--- src/rtl/core/bcpg_pkg.sv ---
`default_nettype none
package bcpg_pkg;

	// control point store depth
	localparam int MAX_POINTS = 16;
	localparam int PT_IDX_W   = $clog2(MAX_POINTS);
	localparam int PT_CNT_W   = $clog2(MAX_POINTS + 1);

	// segment count limits and derived widths
	localparam int SEG_W      = 7;
	localparam int SEG_MIN    = 2;
	localparam int SEG_MAX    = 64;
	localparam int SEG_RESET  = 16;
	localparam int DIVR_W     = $clog2(SEG_MAX);

	// t runs from 0 to 1.0 in Q1.16
	localparam int FRAC_W     = 16;
	localparam int T_W        = FRAC_W + 1;
	localparam logic [T_W-1:0] T_ONE = T_W'(1) << FRAC_W;

	// FIFO depth between front and back
	localparam int FIFO_DEPTH = 4;
	localparam int FIFO_PTR_W = $clog2(FIFO_DEPTH);
	localparam int FIFO_CNT_W = $clog2(FIFO_DEPTH + 1);

	typedef struct packed {
		logic signed [31:0] point_x;
		logic signed [31:0] point_y;
		logic        [31:0] vertex_color;
		logic               last_point;
	} point_t;

	typedef struct packed {
		logic signed [31:0] vertex_x;
		logic signed [31:0] vertex_y;
		logic        [31:0] out_color;
		logic        [15:0] vertex_index;
		logic signed [31:0] box_min_x;
		logic signed [31:0] box_min_y;
		logic signed [31:0] box_max_x;
		logic signed [31:0] box_max_y;
		logic               last_vertex;
	} vertex_t;

	// what the closing word asks for
	typedef enum logic [1:0] {
		CLS_NONE  = 2'd0,
		CLS_DROP  = 2'd1,
		CLS_PAIR  = 2'd2,
		CLS_CURVE = 2'd3
	} cls_t;

	typedef struct packed {
		logic signed [31:0]  pt_x;
		logic signed [31:0]  pt_y;
		logic        [31:0]  color;
		logic                keep;
		logic [PT_IDX_W-1:0] idx;
		cls_t                cls;
		logic [PT_CNT_W-1:0] n;
	} cmd_t;

	typedef enum logic [5:0] {
		ST_IDLE = 6'b000001,
		ST_DIV  = 6'b000010,
		ST_LOAD = 6'b000100,
		ST_MUL  = 6'b001000,
		ST_ADD  = 6'b010000,
		ST_EMIT = 6'b100000
	} back_st_t;

endpackage
`default_nettype wire

--- src/rtl/core/bcpg_fifo.sv ---
`default_nettype none
module bcpg_fifo (
	input  wire logic            clk,
	input  wire logic            arst_n,
	input  wire logic            push,
	input  wire bcpg_pkg::cmd_t  wdata,
	output logic                 full,
	input  wire logic            pop,
	output bcpg_pkg::cmd_t       rdata,
	output logic                 nonempty
);
	import bcpg_pkg::*;

	cmd_t                  mem_q [FIFO_DEPTH];
	logic [FIFO_PTR_W-1:0] wr_q;
	logic [FIFO_PTR_W-1:0] rd_q;
	logic [FIFO_CNT_W-1:0] cnt_q;

	assign full     = cnt_q == FIFO_CNT_W'(FIFO_DEPTH);
	assign nonempty = cnt_q != '0;
	assign rdata    = mem_q[rd_q];

	// advance pointers and occupancy
	always_ff @(posedge clk or negedge arst_n) begin
		if (!arst_n) begin
			wr_q  <= '0;
			rd_q  <= '0;
			cnt_q <= '0;
		end else begin
			if (push) wr_q <= wr_q + 1'b1;
			if (pop)  rd_q <= rd_q + 1'b1;
			if (push && !pop)      cnt_q <= cnt_q + 1'b1;
			else if (pop && !push) cnt_q <= cnt_q - 1'b1;
		end
	end

	always_ff @(posedge clk) begin
		if (push) mem_q[wr_q] <= wdata;
	end
endmodule
`default_nettype wire

--- config.mk ---
export PLATFORM = sky130hd
export DESIGN_NAME = bcpg_fifo
export DESIGN_NICKNAME = d
export VERILOG_FILES = /design/src/rtl/core/bcpg_pkg.sv /design/src/rtl/core/bcpg_fifo.sv
export SDC_FILE = /design/constraint.sdc
export NUM_CORES = 1
export LEC_CHECK = 0
export CAP_MARGIN = 20
export CORE_ASPECT_RATIO = 1.1
export CORE_UTILIZATION = 30
export CTS_BUF_LIST = sky130_fd_sc_hd__clkbuf_4
export CTS_CLUSTER_SIZE = 24
export DETAILED_ROUTE_END_ITERATION = 8
export DONT_BUFFER_PORTS = 1
export GPL_ROUTABILITY_DRIVEN = 0
export PLACE_DENSITY_LB_ADDON = 0.12
export SYNTH_ARGS = -nofsm -noshare
export SYNTH_HDL_FRONTEND = slang
export SYNTH_SLANG_ARGS = --single-unit
--- constraint.sdc ---
create_clock -name clk -period 3.6 [get_ports clk]
set_input_delay 0.72 -clock clk [delete_from_list [all_inputs] [get_ports clk]]
set_output_delay 0.72 -clock clk [all_outputs]
set_load 0.005 [all_outputs]
==> results by group <==
Placed design
  – Port bufs: 0
  – Post-detail-place hpwl: 18.9 mm
  – Placed cells: 1261
  – Setup slack at placement: 1.24 ns

Detailed routing
  – Via/cell ratio: 4.54
  – DR top layer: met4
  – Post-DR wirelength/cell: 20.9 µm
  – Initial DRT Pass Iterations: 4
  – Met2 WL: 17.2 mm
  – Met1 WL: 12.2 mm
  – Drt total wl: 32.8 mm
  – Residual DRC count: 0
  – Via count: 7114
  – Post-DRT Antenna Nets: 0
  – WL met3: 2.54 mm
  – Initial DRC Count: 323

STA
  – Final setup TNS: 0 ns
  – Slew of the pin with the lowest slew margin: 0.718 ns
  – Fin Clk Skew: 0.0472 ns
  – Fin crit period: 3.16 ns
  – Max_slew headroom: 52.2%
  – Maximum clock frequency: 316 MHz
  – Max-slew violation count: 0
  – Setup violators final: 0
  – RSZ-0062 raised after global routing: false
  – Hold Vio Cnt, Final: 0
  – Setup ws final: 0.440 ns
  – Tcrit/Tclk final: 87.8%

CTS
  – H-tree depth: 3
  – Num CTS Buffers: 110
  – CTS clk-pin slew, worst paths: 0.06 ns
  – Clk_lat worst skew: 0.81 ns
  – CTS tree: yes
  – Root Driver: clkbuf_4
  – Post-CTS Setup Bufs: 0
  – Clock sinks: 439
  – Clock buffer depth: 3

Floorplanning
  – Initial core utilization: 30.4%
  – Io pins: 222
  – Total core area: 52500 µm²
  – Rows: 88
  – Die Y: 244 µm
  – Die Width: 222 µm
  – Overall die area: 54200 µm²

Final layout
  – Final net count: 927
  – Most frequent cells in the layout: edfxtp_1, clkbuf_4, dlygate4sd3_1
  – Area Overhead vs Synth: 20.9%
  – Final std cells w/o fill: 1567
  – Fillers: 4834
  – Commonest non-fill, non-tap cell in the layout: edfxtp_1
  – Share of cells above drive strength 1: 32.9%
  – Finished Core Util: 36.8%

GRT
  – Grt total ovfl: 0
  – Largest net degree at the start of global routing: 64
  – Vias in the first global route: 8082
  – Tot GR Track Use: 12.5%
  – First-pass GRT wire length: 49.5 mm
  – Initial antenna violation count: 2

Synth
  – Synth Cell Area: 16000 µm²
  – Syn Area/Cell: 26.7 µm²
  – Flip-flop and latch count after synthesis: 439
  – Syn Nets: 716
  – Part of the Yosys area used for sequential elements: 82.2%
  – Synth warnings: 0
  – Synth cell types: 20
  – Cells after synthesis: 598

Power and ir drop
  – P per Cell Area: 751 nW/µm²
  – Static Leakage: 6.22 nW
  – Peak VDD IR: 0.000463 V

Worst setup path
  – Worst flop-to-flop path startpoint: wr_q[0]$_DFFE_PN0P_
  – Setup crit end: rdata[31]
  – Reg2reg setup slack: 1.50 ns
  – WP data arrival: 2.44 ns
  – Critical path launch point: rd_q[1]$_DFFE_PN0P_
  – FF-to-FF End: mem_q[0][77]$_DFFE_PP_
  – Required @ worst endpoint: 2.88 ns
  – CP Class: reg2out
  – Reg2Reg Depth: 4
  – Maximum fanout along the worst path: 62
  – Startpoint type of the worst setup path: register
  – CP Capture Type: primary output

Hold path
  – Hold path start: push
  – HP Class: in2reg

Flow run
  – Max_cap viols: 0

Outcome
  – Status: finished, final reports clean
Yosys cell counts, drive strengths merged:
cell | count | share of area [%]
xnor2 | 2 | 0.11
ha | 5 | 0.39
edfxtp | 432 | 81
fa | 1 | 0.13
or3 | 1 | 0.039
mux4 | 108 | 15
clkbuf | 3 | 0.094
o21ai | 1 | 0.031
buf | 21 | 1.1
and2 | 4 | 0.16
inv | 4 | 0.094
nor2 | 1 | 0.023
mux2 | 1 | 0.070
nor3b | 1 | 0.047
dfrtp | 7 | 1.1
nand2 | 2 | 0.047
xor2 | 4 | 0.22
what timing repair did:
item,in CTS,in global routing
hold buffers,111,0
endpoints found under the hold margin,443,0
gates resized for setup,0,0
setup endpoints to repair,0,0
layout make-up:
class,count,area [µm²],area share (%)
Sequential cell,439,13200,68.1
Multi-Input combinational cell,131,2640,13.7
Timing Repair Buffer,123,1290,6.67
Clock buffer,155,1160,6.02
Tap cell,675,845,4.37
Clock inverter,38,214,1.11
Inverter,4,15.0,0.0777
Antenna cell,2,5.00,0.0259
critical path, stage by stage, from the launching register on:
cell     delay [ns]
dfrtp_4        0.71
buf_12         0.38
mux4_2         0.44
cells by family after synthesis:
family          count (synthesis)  share of synthesized area (%)
fa+ha+maj                       6                          0.516
simple gates                    9                          0.313
mux                           109                           15.3
compound gates                  1                         0.0313
buf+inv                        28                           1.31
xor+xnor                        6                          0.329
flops                         439                           82.2
where the power goes:
part	switching [mW]	total, mW	internal (mW)
Combinational	1.98	3.53	1.54
Clock	1.91	4.04	2.12
Sequential	0.279	6.96	6.68
Total	4.17	14.5	10.4
metal layers:
metal	vias to the layer above	GRT usage, %
li1	3088	-
met3	58	5.02
met5	-	0
met4	0	6.27
met1	3745	13.4
met2	223	21.3
worst min-delay path by stage:
stage / end / slack [ns] / cells after the start
final: cnt_q[0]$_DFFE_PN0P_ / 0.19 / 2
after global routing: cnt_q[0]$_DFFE_PN0P_ / 0.08 / 2
after CTS: cnt_q[0]$_DFFE_PN0P_ / 0.03 / 2
after detailed placement: cnt_q[2]$_DFFE_PN0P_ / 0.42 / 0
after global placement: cnt_q[2]$_DFFE_PN0P_ / 0.42 / 0
after floorplan: cnt_q[0]$_DFFE_PN0P_ / 0.42 / 0
sequential cells by signal (all words and copies together) (netlist names):
signal,count
cnt_q,3
wr_q,2
rd_q,2
mem_q,432
metrics by stage:
stage / instance area, µm² / power (mW) / hold WS (ns)
2_1_floorplan: 16000 / 9.59 / 0.424
3_5_place_dp: 16800 / 10.6 / 0.425
6_report: 19300 / 14.5 / 0.186
5_1_grt: 19300 / 15.4 / 0.0756
4_1_cts: 19300 / 14.9 / 0.0275
3_3_place_gp: 16800 / 10.5 / 0.425
Note: power is estimated with default switching activity, not from simulation.
