--- config.mk ---
export PLATFORM = sky130hd
export DESIGN_NAME = bcpg_front
export DESIGN_NICKNAME = d
export VERILOG_FILES = /design/src/rtl/core/bcpg_pkg.sv /design/src/rtl/core/bcpg_front.sv
export SDC_FILE = /design/constraint.sdc
export NUM_CORES = 1
export LEC_CHECK = 0
export ABC_AREA = 1
export ABC_CLOCK_PERIOD_IN_PS = 1600
export BUFFER_PORTS_ARGS = -buffer_cell sky130_fd_sc_hd__buf_2
export CAP_MARGIN = 20
export CORE_AREA = 2 2 81 83
export DETAILED_ROUTE_END_ITERATION = 6
export DIE_AREA = 0 0 83 85
export GPL_TIMING_DRIVEN = 0
export HOLD_SLACK_MARGIN = 0.05
export PLACE_DENSITY = 0.58
export SLEW_MARGIN = 10
export SYNTH_ARGS = -nofsm -noshare
export SYNTH_HDL_FRONTEND = slang
export SYNTH_SLANG_ARGS = --single-unit
--- constraint.sdc ---
create_clock -name clk -period 1.6 [get_ports clk]
set_input_delay 0.08 -clock clk [delete_from_list [all_inputs] [get_ports clk]]
set_output_delay 0.08 -clock clk [all_outputs]
set_load 0.02 [all_outputs]
--- src/rtl/core/bcpg_pkg.sv ---
`default_nettype none
package bcpg_pkg;

	// control point store depth
	localparam int MAX_POINTS = 16;
	localparam int PT_IDX_W   = $clog2(MAX_POINTS);
	localparam int PT_CNT_W   = $clog2(MAX_POINTS + 1);

	// segment count limits and derived widths
	localparam int SEG_W      = 7;
	localparam int SEG_MIN    = 2;
	localparam int SEG_MAX    = 64;
	localparam int SEG_RESET  = 16;
	localparam int DIVR_W     = $clog2(SEG_MAX);

	// t runs from 0 to 1.0 in Q1.16
	localparam int FRAC_W     = 16;
	localparam int T_W        = FRAC_W + 1;
	localparam logic [T_W-1:0] T_ONE = T_W'(1) << FRAC_W;

	// FIFO depth between front and back
	localparam int FIFO_DEPTH = 4;
	localparam int FIFO_PTR_W = $clog2(FIFO_DEPTH);
	localparam int FIFO_CNT_W = $clog2(FIFO_DEPTH + 1);

	typedef struct packed {
		logic signed [31:0] point_x;
		logic signed [31:0] point_y;
		logic        [31:0] vertex_color;
		logic               last_point;
	} point_t;

	typedef struct packed {
		logic signed [31:0] vertex_x;
		logic signed [31:0] vertex_y;
		logic        [31:0] out_color;
		logic        [15:0] vertex_index;
		logic signed [31:0] box_min_x;
		logic signed [31:0] box_min_y;
		logic signed [31:0] box_max_x;
		logic signed [31:0] box_max_y;
		logic               last_vertex;
	} vertex_t;

	// what the closing word asks for
	typedef enum logic [1:0] {
		CLS_NONE  = 2'd0,
		CLS_DROP  = 2'd1,
		CLS_PAIR  = 2'd2,
		CLS_CURVE = 2'd3
	} cls_t;

	typedef struct packed {
		logic signed [31:0]  pt_x;
		logic signed [31:0]  pt_y;
		logic        [31:0]  color;
		logic                keep;
		logic [PT_IDX_W-1:0] idx;
		cls_t                cls;
		logic [PT_CNT_W-1:0] n;
	} cmd_t;

	typedef enum logic [5:0] {
		ST_IDLE = 6'b000001,
		ST_DIV  = 6'b000010,
		ST_LOAD = 6'b000100,
		ST_MUL  = 6'b001000,
		ST_ADD  = 6'b010000,
		ST_EMIT = 6'b100000
	} back_st_t;

endpackage
`default_nettype wire

--- src/rtl/core/bcpg_front.sv ---
`default_nettype none
module bcpg_front (
	input  wire logic             clk,
	input  wire logic             arst_n,
	input  wire logic             point_valid,
	input  wire bcpg_pkg::point_t point,
	input  wire logic             q_full,
	output logic                  point_stall,
	output logic                  push,
	output bcpg_pkg::cmd_t        cmd
);
	import bcpg_pkg::*;

	logic [PT_CNT_W-1:0] count_q;
	logic                keep;
	logic [PT_CNT_W-1:0] n;

	assign point_stall = q_full;
	assign push        = point_valid && !q_full;

	// classify the word: keep it if the store has room, and size the set on close
	assign keep = count_q < PT_CNT_W'(MAX_POINTS);
	assign n    = count_q + PT_CNT_W'(keep);

	always_comb begin
		cmd.pt_x  = point.point_x;
		cmd.pt_y  = point.point_y;
		cmd.color = point.vertex_color;
		cmd.keep  = keep;
		cmd.idx   = count_q[PT_IDX_W-1:0];
		cmd.n     = n;
		if (!point.last_point)                cmd.cls = CLS_NONE;
		else if (n < PT_CNT_W'(2))            cmd.cls = CLS_DROP;
		else if (n == PT_CNT_W'(2))           cmd.cls = CLS_PAIR;
		else                                  cmd.cls = CLS_CURVE;
	end

	// count loaded points, restart after the closing word
	always_ff @(posedge clk or negedge arst_n) begin
		if (!arst_n) begin
			count_q <= '0;
		end else if (push) begin
			count_q <= point.last_point ? '0 : n;
		end
	end
endmodule
`default_nettype wire

==> impl_metrics.json, run 1 <==
{
  "cp-start-kind": "register",
  "num_antenna_cells": 0,
  "vias_per_cell": 3.51,
  "wl_mm": 3.15,
  "synth_edf_count": 0,
  "power.density_nw_per_um2": 601,
  "netlist_area_sq_um": 1090,
  "ys_ff_latch": 5,
  "power.switching_w": 0.000470,
  "synth_top_area_share_pct": 70.3,
  "critPathBufInv": 3,
  "holdPathStages": 4,
  "fin_crit_ns": 1.68,
  "grt_pass1_wl_mm": 4.57,
  "power_frac_comb_pct": 65.6,
  "hp-class": "input pin to register",
  "p_leak_nw": 1.21,
  "overflow": 0,
  "clk_transition_reported_paths_ns": 0.04,
  "worst_setup_path_end_kind": "output pin",
  "max_stage_delay_ns": 0.39,
  "synth_top_cells_by_count": "102 x buf_4, 8 x inv_1, 7 x nand2_1, 5 x dfrtp_1, 5 x o21ai_0",
  "post_drt_wl_per_cell_microns": 9.06,
  "die_h_microns": 85,
  "clock_latency_ns": 0.22,
  "hold_viol": 0,
  "p_sw_share_pct": 40.8,
  "r2r_end": "count_q[4]",
  "crit_family": "flip-flops",
  "largest_reg_flops": 5,
  "worstHoldStart": "point[0]",
  "root_buffer": "clkbuf_8",
  "vias": 1220,
  "die_x_microns": 83,
  "ir_worst_vdd_uv": 370,
  "ioPinCount": 211,
  "crit_type": "register to output pin",
  "initial_utilization_pct": 17.5,
  "rr_worst_depth": 8,
  "met1Wirelength_microns": 943,
  "fin_area_sq_um": 1920,
  "route.met3.wl_microns": 388,
  "finalSetupViolCount": 2,
  "gp_congestion": 0.757,
  "cts_sinks": 5,
  "cp.required_ns": 1.52,
  "topRoutingLayerUsed": "met4",
  "crit_path_cell_trace": "inv_2 -> ha_4 -> ha_4 -> nand4_1 -> nand2_2 -> nand2_1 -> o21ai_1 -> inv_1 -> buf_6",
  "timing.slew.headroom_pct": 79.1,
  "netlist_instances": 145,
  "die_area_sq_um": 7060,
  "rrSetupSlack_ns": 0.24,
  "clk_path_buf_depth": 2,
  "slowest_stage": "dfrtp_1",
  "nNetsFinal": 375,
  "postPlaceCellArea_sq_um": 1760,
  "yosysSeqAreaShare_pct": 11.5,
  "grt_max_degree": 8,
  "cpMostUsedCell": "ha_4",
  "cts_tree": "done",
  "seqPwrFrac_pct": 14.4,
  "yosysMostFrequentCell": "buf_4",
  "outcome": "finished, violations left",
  "drcViolationCount": 0,
  "final_core_util_pct": 30.9,
  "worstMarginPinSlew_ns": 0.313,
  "layout-drive-gt1-share_pct": 86.7,
  "gr-usage-all-layers_pct": 7.90,
  "rr_startpoint": "count_q[4]",
  "antenna_found_initial": 0,
  "syn2layout_area_growth_pct": 76.2,
  "ant_nets": 0,
  "reg_top3": "count_q: 5 flops",
  "p_clk_share_pct": 20.0,
  "yosys.area.top_type": "buf_4",
  "worstPathMaxFanout": 3,
  "worstHoldEndpoint": "count_q[0]",
  "ys_top_cells_by_area": "buf_4 70%, dfrtp_1 11%, inv_1 2.8%",
  "fin_crit_sh_pct": 105,
  "wl_met2_mm": 1.78,
  "num_rows": 29,
  "firstDrtPassIters": 4,
  "drv_slew": 0,
  "ys_types": 15,
  "violations": "setup timing",
  "synthFlopType": "dfrtp_1",
  "internal_power_w": 0.000682,
  "ys_warn_count": 0,
  "fmax_mhz": 594,
  "htreeDepth": 1,
  "synth.avg_cell_area_sq_um": 7.51,
  "skew_ns": 0.000952,
  "cts_buffers": 3,
  "rsz0062_at_grt": "yes",
  "coreArea_sq_um": 6200,
  "io_buffers": 114,
  "drv_cap": 0,
  "top_register": "count_q",
  "grt_pass1_vias": 1065,
  "drt_iter0_markers": 14,
  "setup_slack_ns": -0.0822,
  "syn-num-nets": 248,
  "synthArstFlopShare_pct": 100,
  "arrival_ns": 1.60,
  "hold_ws_ns": 0.193,
  "hpwl_mm": 2.84
}
==> power by group through the flow <==
| stage | sequential, W | clock [W] | combinational (W) |
|---|---|---|---|
| floorplan | 0.000154 | 0 | 0.000515 |
| global placement | 0.000161 | 0 | 0.000690 |
| detailed placement | 0.000161 | 0 | 0.000691 |
| CTS | 0.000165 | 0.000238 | 0.000749 |
| global route | 0.000168 | 0.000246 | 0.000811 |
| finish | 0.000166 | 0.000231 | 0.000756 |
==> worst max path at each step <==
| stage | from | cells after the start | to | slack (ns) |
|---|---|---|---|---|
| floorplan | count_q[0] | 7 | cmd[5] | 0.02 |
| global placement | count_q[0] | 7 | cmd[6] | -0.12 |
| detailed placement | count_q[0] | 7 | cmd[6] | -0.12 |
| CTS | count_q[4] | 9 | cmd[6] | -0.06 |
| global route | count_q[4] | 9 | cmd[6] | -0.19 |
| finish | count_q[4] | 9 | cmd[6] | -0.08 |
==> per-stage QoR <==
step	setup TNS, ns	setup WS [ns]	total power [W]	cells
6_report	-0.141	-0.0822	0.00115	348
5_1_grt	-0.340	-0.192	0.00123	348
4_1_cts	-0.101	-0.0605	0.00115	345
3_5_place_dp	-0.240	-0.123	0.000852	336
3_3_place_gp	-0.235	-0.118	0.000851	336
2_1_floorplan	0	0.0153	0.000669	145
==> cell type report <==
cell class / instances / area (sq um)
timing repair buffer: 122 / 642
sequential: 5 / 125
tap: 77 / 96.3
buffer: 102 / 766
inverter: 9 / 33.8
clock buffer: 4 / 45.0
multi-input combinational: 29 / 210
fill: 668 / 4290
==> cell families after synthesis <==
group	synth area share, %
xor gates and xnor gates	0.805
and+or+nand+nor	8.05
buffers and inverters	73.4
adders and majority gates	2.30
DFF	11.5
AOI/OAI and AO/OA	3.91
==> metal layers <==
| metal | vias up | global-route usage, % |
|---|---|---|
| li1 | 597 | - |
| met1 | 511 | 7.63 |
| met2 | 110 | 15.9 |
| met3 | 2 | 1.36 |
| met4 | 0 | 4.02 |
| met5 | - | 0 |
==> layout by cell type, fill, tap and decap left out <==
cell / n
dlygate4sd3_1: 1
dfrtp_1: 5
nor2_4: 1
nand4_1: 2
inv_1: 6
nand2_1: 6
buf_2: 112
ha_4: 2
buf_6: 1
nor2_1: 3
xnor2_4: 1
inv_2: 3
nand3_1: 4
clkbuf_1: 1
o21ai_0: 5
buf_4: 110
clkbuf_8: 3
o22ai_1: 2
nand2_2: 2
o21ai_1: 1
==> timing repair <==
item | CTS | global route
pin swaps | 5 | 5
endpoints found under the setup margin | 4 | 2
hold buffers | 1 | 0
resized for setup | 10 | 2
setup buffers | 4 | 3
endpoints found under the hold margin | 5 | 0
==> tightest hold or removal path: stages <==
cell and delay [ns]:
buf_2 0.09, inv_1 0.06, nand3_1 0.10, nand2_1 0.05
Note: power is estimated with default switching activity, not from simulation.
==> inputs of run 2 (changes only) <==
==> constraint.sdc (replaced) <==
create_clock -name clk -period 1.6 [get_ports clk]
set_input_delay 0.24 -clock clk [delete_from_list [all_inputs] [get_ports clk]]
set_output_delay 0.24 -clock clk [all_outputs]
set_load 0.02 [all_outputs]
==> impl_metrics.json, run 2 (same netlist as run 1, synthesis figures left out) <==
{
  "outcome": "finished, violations left",
  "violations": "setup timing",
  "finalSetupViolCount": 5,
  "post_drt_wl_per_cell_microns": 9.84,
  "hpwl_mm": 3.01,
  "num_rows": 29,
  "cts_sinks": 5,
  "hp-class": "input pin to register",
  "cts_buffers": 3,
  "rr_startpoint": "count_q[4]",
  "drv_cap": 0,
  "rr_worst_depth": 9,
  "setup_slack_ns": -0.282,
  "dp_cells": 336,
  "skew_ns": 0.00489,
  "fin_area_sq_um": 1980,
  "drt_iter0_markers": 6,
  "fillers": 656,
  "largest_reg_flops": 5,
  "layout_commonest_cell": "buf_4",
  "nNetsFinal": 379,
  "drcViolationCount": 0,
  "firstDrtPassIters": 4,
  "coreArea_sq_um": 6200,
  "vias_per_cell": 3.55,
  "clk_transition_reported_paths_ns": 0.04,
  "die_area_sq_um": 7060,
  "postPlaceCellArea_sq_um": 1770,
  "grt_pass1_vias": 1122,
  "worstHoldEndpoint": "count_q[0]",
  "gr-usage-all-layers_pct": 8.51,
  "clock_latency_ns": 0.23,
  "worstMarginPinSlew_ns": 0.357,
  "timing.slew.headroom_pct": 76.2,
  "holdPathStages": 4,
  "clk_path_buf_depth": 2,
  "root_buffer": "clkbuf_8",
  "grt_max_degree": 8,
  "overflow": 0,
  "cp-start-kind": "register",
  "num_antenna_cells": 0,
  "wl_mm": 3.46,
  "vias": 1250,
  "hold_viol": 0,
  "power.total_w": 0.00118,
  "dp_slack_ns": -0.244,
  "fmax_mhz": 531,
  "htreeDepth": 1,
  "layout_common_cells": "113 x buf_4, 109 x buf_2, 6 x nand2_1",
  "p_leak_nw": 1.23,
  "layout-drive-gt1-share_pct": 88.4,
  "ioPinCount": 211,
  "drv_slew": 0,
  "antenna_found_initial": 0,
  "cts_tree": "done",
  "die_x_microns": 83,
  "top_register": "count_q",
  "syn2layout_area_growth_pct": 81.6,
  "r2r_end": "count_q[4]",
  "rsz0062_at_grt": "yes",
  "fin_crit_sh_pct": 118,
  "ir_worst_vdd_uv": 344,
  "grt_pass1_wl_mm": 4.86,
  "power.density_nw_per_um2": 599,
  "arrival_ns": 1.64,
  "stdcell_count": 352,
  "ant_nets": 0,
  "reg_top3": "count_q: 5 flops",
  "worstHoldStart": "point[0]",
  "worst_setup_path_end_kind": "output pin",
  "fin_crit_ns": 1.88,
  "initial_utilization_pct": 17.5,
  "die_h_microns": 85,
  "cp.required_ns": 1.36,
  "worstPathMaxFanout": 3,
  "crit_type": "register to output pin",
  "io_buffers": 114,
  "gp_congestion": 0.809,
  "rrSetupSlack_ns": 0.14
}
==> run 2: cell types whose count changed in the layout (fill, tap and decap cells not counted) <==
cell      delta
inv_1        -1
buf_4        +3
inv_2        +1
buf_6        +4
clkinv_2     +1
nor2_2       +2
clkbuf_1     -1
buf_2        -3
nor2_1       -2
==> run 2: power by group <==
part / leakage, nW / switching [W] / internal, W
Sequential: 0.0680 / 0.0000259 / 0.000140
Combinational: 1.13 / 0.000395 / 0.000380
Clock: 0.0255 / 0.0000748 / 0.000168
==> run 2: worst max path at each step <==
stage | from | endpoint | slack, ns | depth (start not counted)
floorplan | count_q[4] | cmd[5] | 0.003 | 9
global placement | count_q[0] | cmd[5] | -0.24 | 7
detailed placement | count_q[0] | cmd[6] | -0.24 | 7
CTS | count_q[4] | cmd[6] | -0.23 | 9
global route | count_q[4] | cmd[6] | -0.37 | 9
finish | count_q[4] | cmd[6] | -0.28 | 9
==> run 2: repair_timing <==
action                                 in CTS  in global routing
resized for setup                          13                  4
buffers inserted                            8                  3
cloned                                      0                  0
pin swaps                                   9                  8
endpoints found under the hold margin       5                  0
hold buffers                                1                  0
setup endpoints to repair                   5                  5
==> run 2: layout make-up <==
| class | instances | area [sq um] | share of cell area [%] |
|---|---|---|---|
| timing repair buffer | 126 | 694 | 35.1 |
| tap | 77 | 96.3 | 4.87 |
| buffer | 102 | 766 | 38.7 |
| clock inverter | 1 | 5.00 | 0.253 |
| inverter | 9 | 33.8 | 1.71 |
| clock buffer | 3 | 41.3 | 2.09 |
| sequential | 5 | 125 | 6.33 |
| multi-input combinational | 29 | 215 | 10.9 |
==> run 2: metrics by stage <==
step	utilization (%)	setup TNS [ns]	hold slack [ns]
CTS	31.3	-0.809	0.351
global route	31.9	-1.29	0.387
global placement	28.6	-0.502	0.0631
floorplan	-	0	-0.0556
finish	31.9	-0.988	0.342
detailed placement	28.6	-0.520	0.0675
==> run 2: critical path, cell delays in order (launching register included) <==
cell and delay [ns]:
dfrtp_1 0.38, inv_2 0.08, ha_4 0.14, ha_4 0.16, nand4_1 0.14, nand2_2 0.14, nand2_1 0.06, o21ai_1 0.13
inv_1 0.06, buf_6 0.12
==> run 2: per-layer routing <==
| layer | vias up | GRT usage [%] | part of all wire (%) |
|---|---|---|---|
| met2 | 114 | 18.3 | 58 |
| li1 | 605 | - | - |
| met4 | 0 | 5.37 | 2.6 |
| met3 | 8 | 1.07 | 12 |
| met5 | - | 0 | 0 |
| met1 | 523 | 7.16 | 28 |
==> inputs of run 3 (changes only) <==
Settings changed: PLACE_DENSITY 0.58 to 0.63.
==> impl_metrics.json, run 3 (same netlist as run 1, synthesis figures left out) <==
{
  "drt_iter0_markers": 6,
  "timing.slew.headroom_pct": 75.0,
  "rrSetupSlack_ns": 0.33,
  "cts_sinks": 5,
  "htreeDepth": 1,
  "drcViolationCount": 0,
  "worstPathMaxFanout": 4,
  "io_buffers": 114,
  "power_frac_comb_pct": 65.9,
  "cp.required_ns": 1.36,
  "nNetsFinal": 374,
  "fmax_mhz": 542,
  "vias_per_cell": 3.50,
  "p_clk_share_pct": 20.0,
  "grt_pass1_wl_mm": 4.53,
  "seqPwrFrac_pct": 14.1,
  "grt_pass1_vias": 1048,
  "post_drt_wl_per_cell_microns": 9.24,
  "syn2layout_area_growth_pct": 78.3,
  "reg_top3": "count_q: 5 flops",
  "violations": "setup timing",
  "layout_common_cells": "109 x buf_2, 108 x buf_4, 6 x nand2_1",
  "grt-busiest-layer": "met2",
  "p_leak_nw": 1.20,
  "final_core_util_pct": 31.3,
  "worst_setup_path_end_kind": "output pin",
  "initial_utilization_pct": 17.5,
  "power.density_nw_per_um2": 611,
  "arrival_ns": 1.61,
  "die_h_microns": 85,
  "met1_usage_pct": 7.34,
  "coreArea_sq_um": 6200,
  "hp-class": "input pin to register",
  "cts_tree": "done",
  "postPlaceCellArea_sq_um": 1770,
  "power.switching_w": 0.000489,
  "firstDrtPassIters": 2,
  "cp-start-kind": "register",
  "top_register": "count_q",
  "r2r_end": "count_q[2]",
  "drv_cap": 0,
  "root_buffer": "clkbuf_8",
  "grt_max_degree": 8,
  "dp_cells": 336,
  "drv_slew": 0,
  "ir_worst_vdd_uv": 310,
  "die_area_sq_um": 7060,
  "vias": 1215,
  "internal_power_w": 0.000696,
  "gr-usage-all-layers_pct": 7.78,
  "hold_viol": 0,
  "clk_path_buf_depth": 2,
  "skew_ns": 0.00551,
  "num_rows": 29,
  "ant_nets": 0,
  "layout_commonest_cell": "buf_2",
  "die_x_microns": 83,
  "worstMarginPinSlew_ns": 0.375,
  "clk_transition_reported_paths_ns": 0.03,
  "use_met2_pct": 15.5,
  "cts_buffers": 3,
  "antenna_found_initial": 0,
  "rr_worst_depth": 5,
  "crit_start": "count_q[0]",
  "rr_startpoint": "count_q[0]",
  "hold_ws_ns": 0.354,
  "crit_path_end": "cmd[5]",
  "fin_area_sq_um": 1940,
  "use_met3_pct": 1.65,
  "crit_type": "register to output pin",
  "largest_reg_flops": 5,
  "num_antenna_cells": 0,
  "layout-drive-gt1-share_pct": 88.1,
  "outcome": "finished, violations left",
  "setup_slack_ns": -0.246,
  "overflow": 0,
  "p_sw_share_pct": 41.3,
  "clock_latency_ns": 0.22,
  "stdcell_count": 347,
  "fin_crit_sh_pct": 115,
  "hpwl_mm": 2.77,
  "fin_crit_ns": 1.85,
  "power.total_w": 0.00119,
  "wl_mm": 3.21,
  "ioPinCount": 211,
  "finalSetupViolCount": 4,
  "gp_congestion": 0.753,
  "rsz0062_at_grt": "yes"
}
## run 3: worst min-delay path by stage
stage	from	endpoint	slack [ns]	cells past startpoint
after floorplan	arst_n	count_q[0]	-0.06	0
after global placement	arst_n	count_q[3]	0.05	1
after detailed placement	arst_n	count_q[4]	0.06	1
after CTS	point[0]	count_q[0]	0.36	4
after global routing	arst_n	count_q[3]	0.39	2
final	point[0]	count_q[0]	0.35	4
## run 3: final cells by class
class / count / area [sq um]
well taps: 77 / 96.3
plain buffers: 102 / 766
fillers: 664 / 4260
inverters: 9 / 33.8
multi-input cells: 29 / 218
flip-flops and latches: 5 / 125
clock buffers: 4 / 45.0
repair buffers: 121 / 657
## run 3: stage by stage
stage	worst slack, ns	setup TNS (ns)
finish	-0.246	-0.555
global route	-0.349	-0.924
CTS	-0.252	-0.560
detailed placement	-0.201	-0.395
global placement	-0.193	-0.362
floorplan	0.00311	0
## run 3: repair_timing
action	in CTS	in global routing
resized for setup	12	6
pin swaps	4	9
endpoints found under the setup margin	4	5
endpoints found under the hold margin	5	0
buffers inserted	4	2
hold buffers	1	0
## run 3: power groups by stage
stage | logic (W) | registers (W) | clock network, W
2_1_floorplan | 0.000535 | 0.000158 | 0
3_5_place_dp | 0.000709 | 0.000165 | 0
5_1_grt | 0.000831 | 0.000169 | 0.000248
4_1_cts | 0.000771 | 0.000166 | 0.000242
3_3_place_gp | 0.000706 | 0.000164 | 0
6_report | 0.000781 | 0.000167 | 0.000237
## run 3: worst max-delay path, cell delays in order (launching register included)
cell and delay, ns:
dfrtp_1 0.41, ha_4 0.18, ha_4 0.18, xnor2_4 0.18, nand3_1 0.13, nor2_2 0.14
nor2_2 0.04, buf_6 0.12
## run 3: routing by layer
| layer | share of wire (%) | vias up | wire (microns) |
|---|---|---|---|
| met2 | 57 | 103 | 1810 |
| met4 | 1.1 | 0 | 34 |
| li1 | - | 597 | - |
| met3 | 12 | 2 | 391 |
| met5 | 0 | - | 0 |
| met1 | 30 | 513 | 969 |
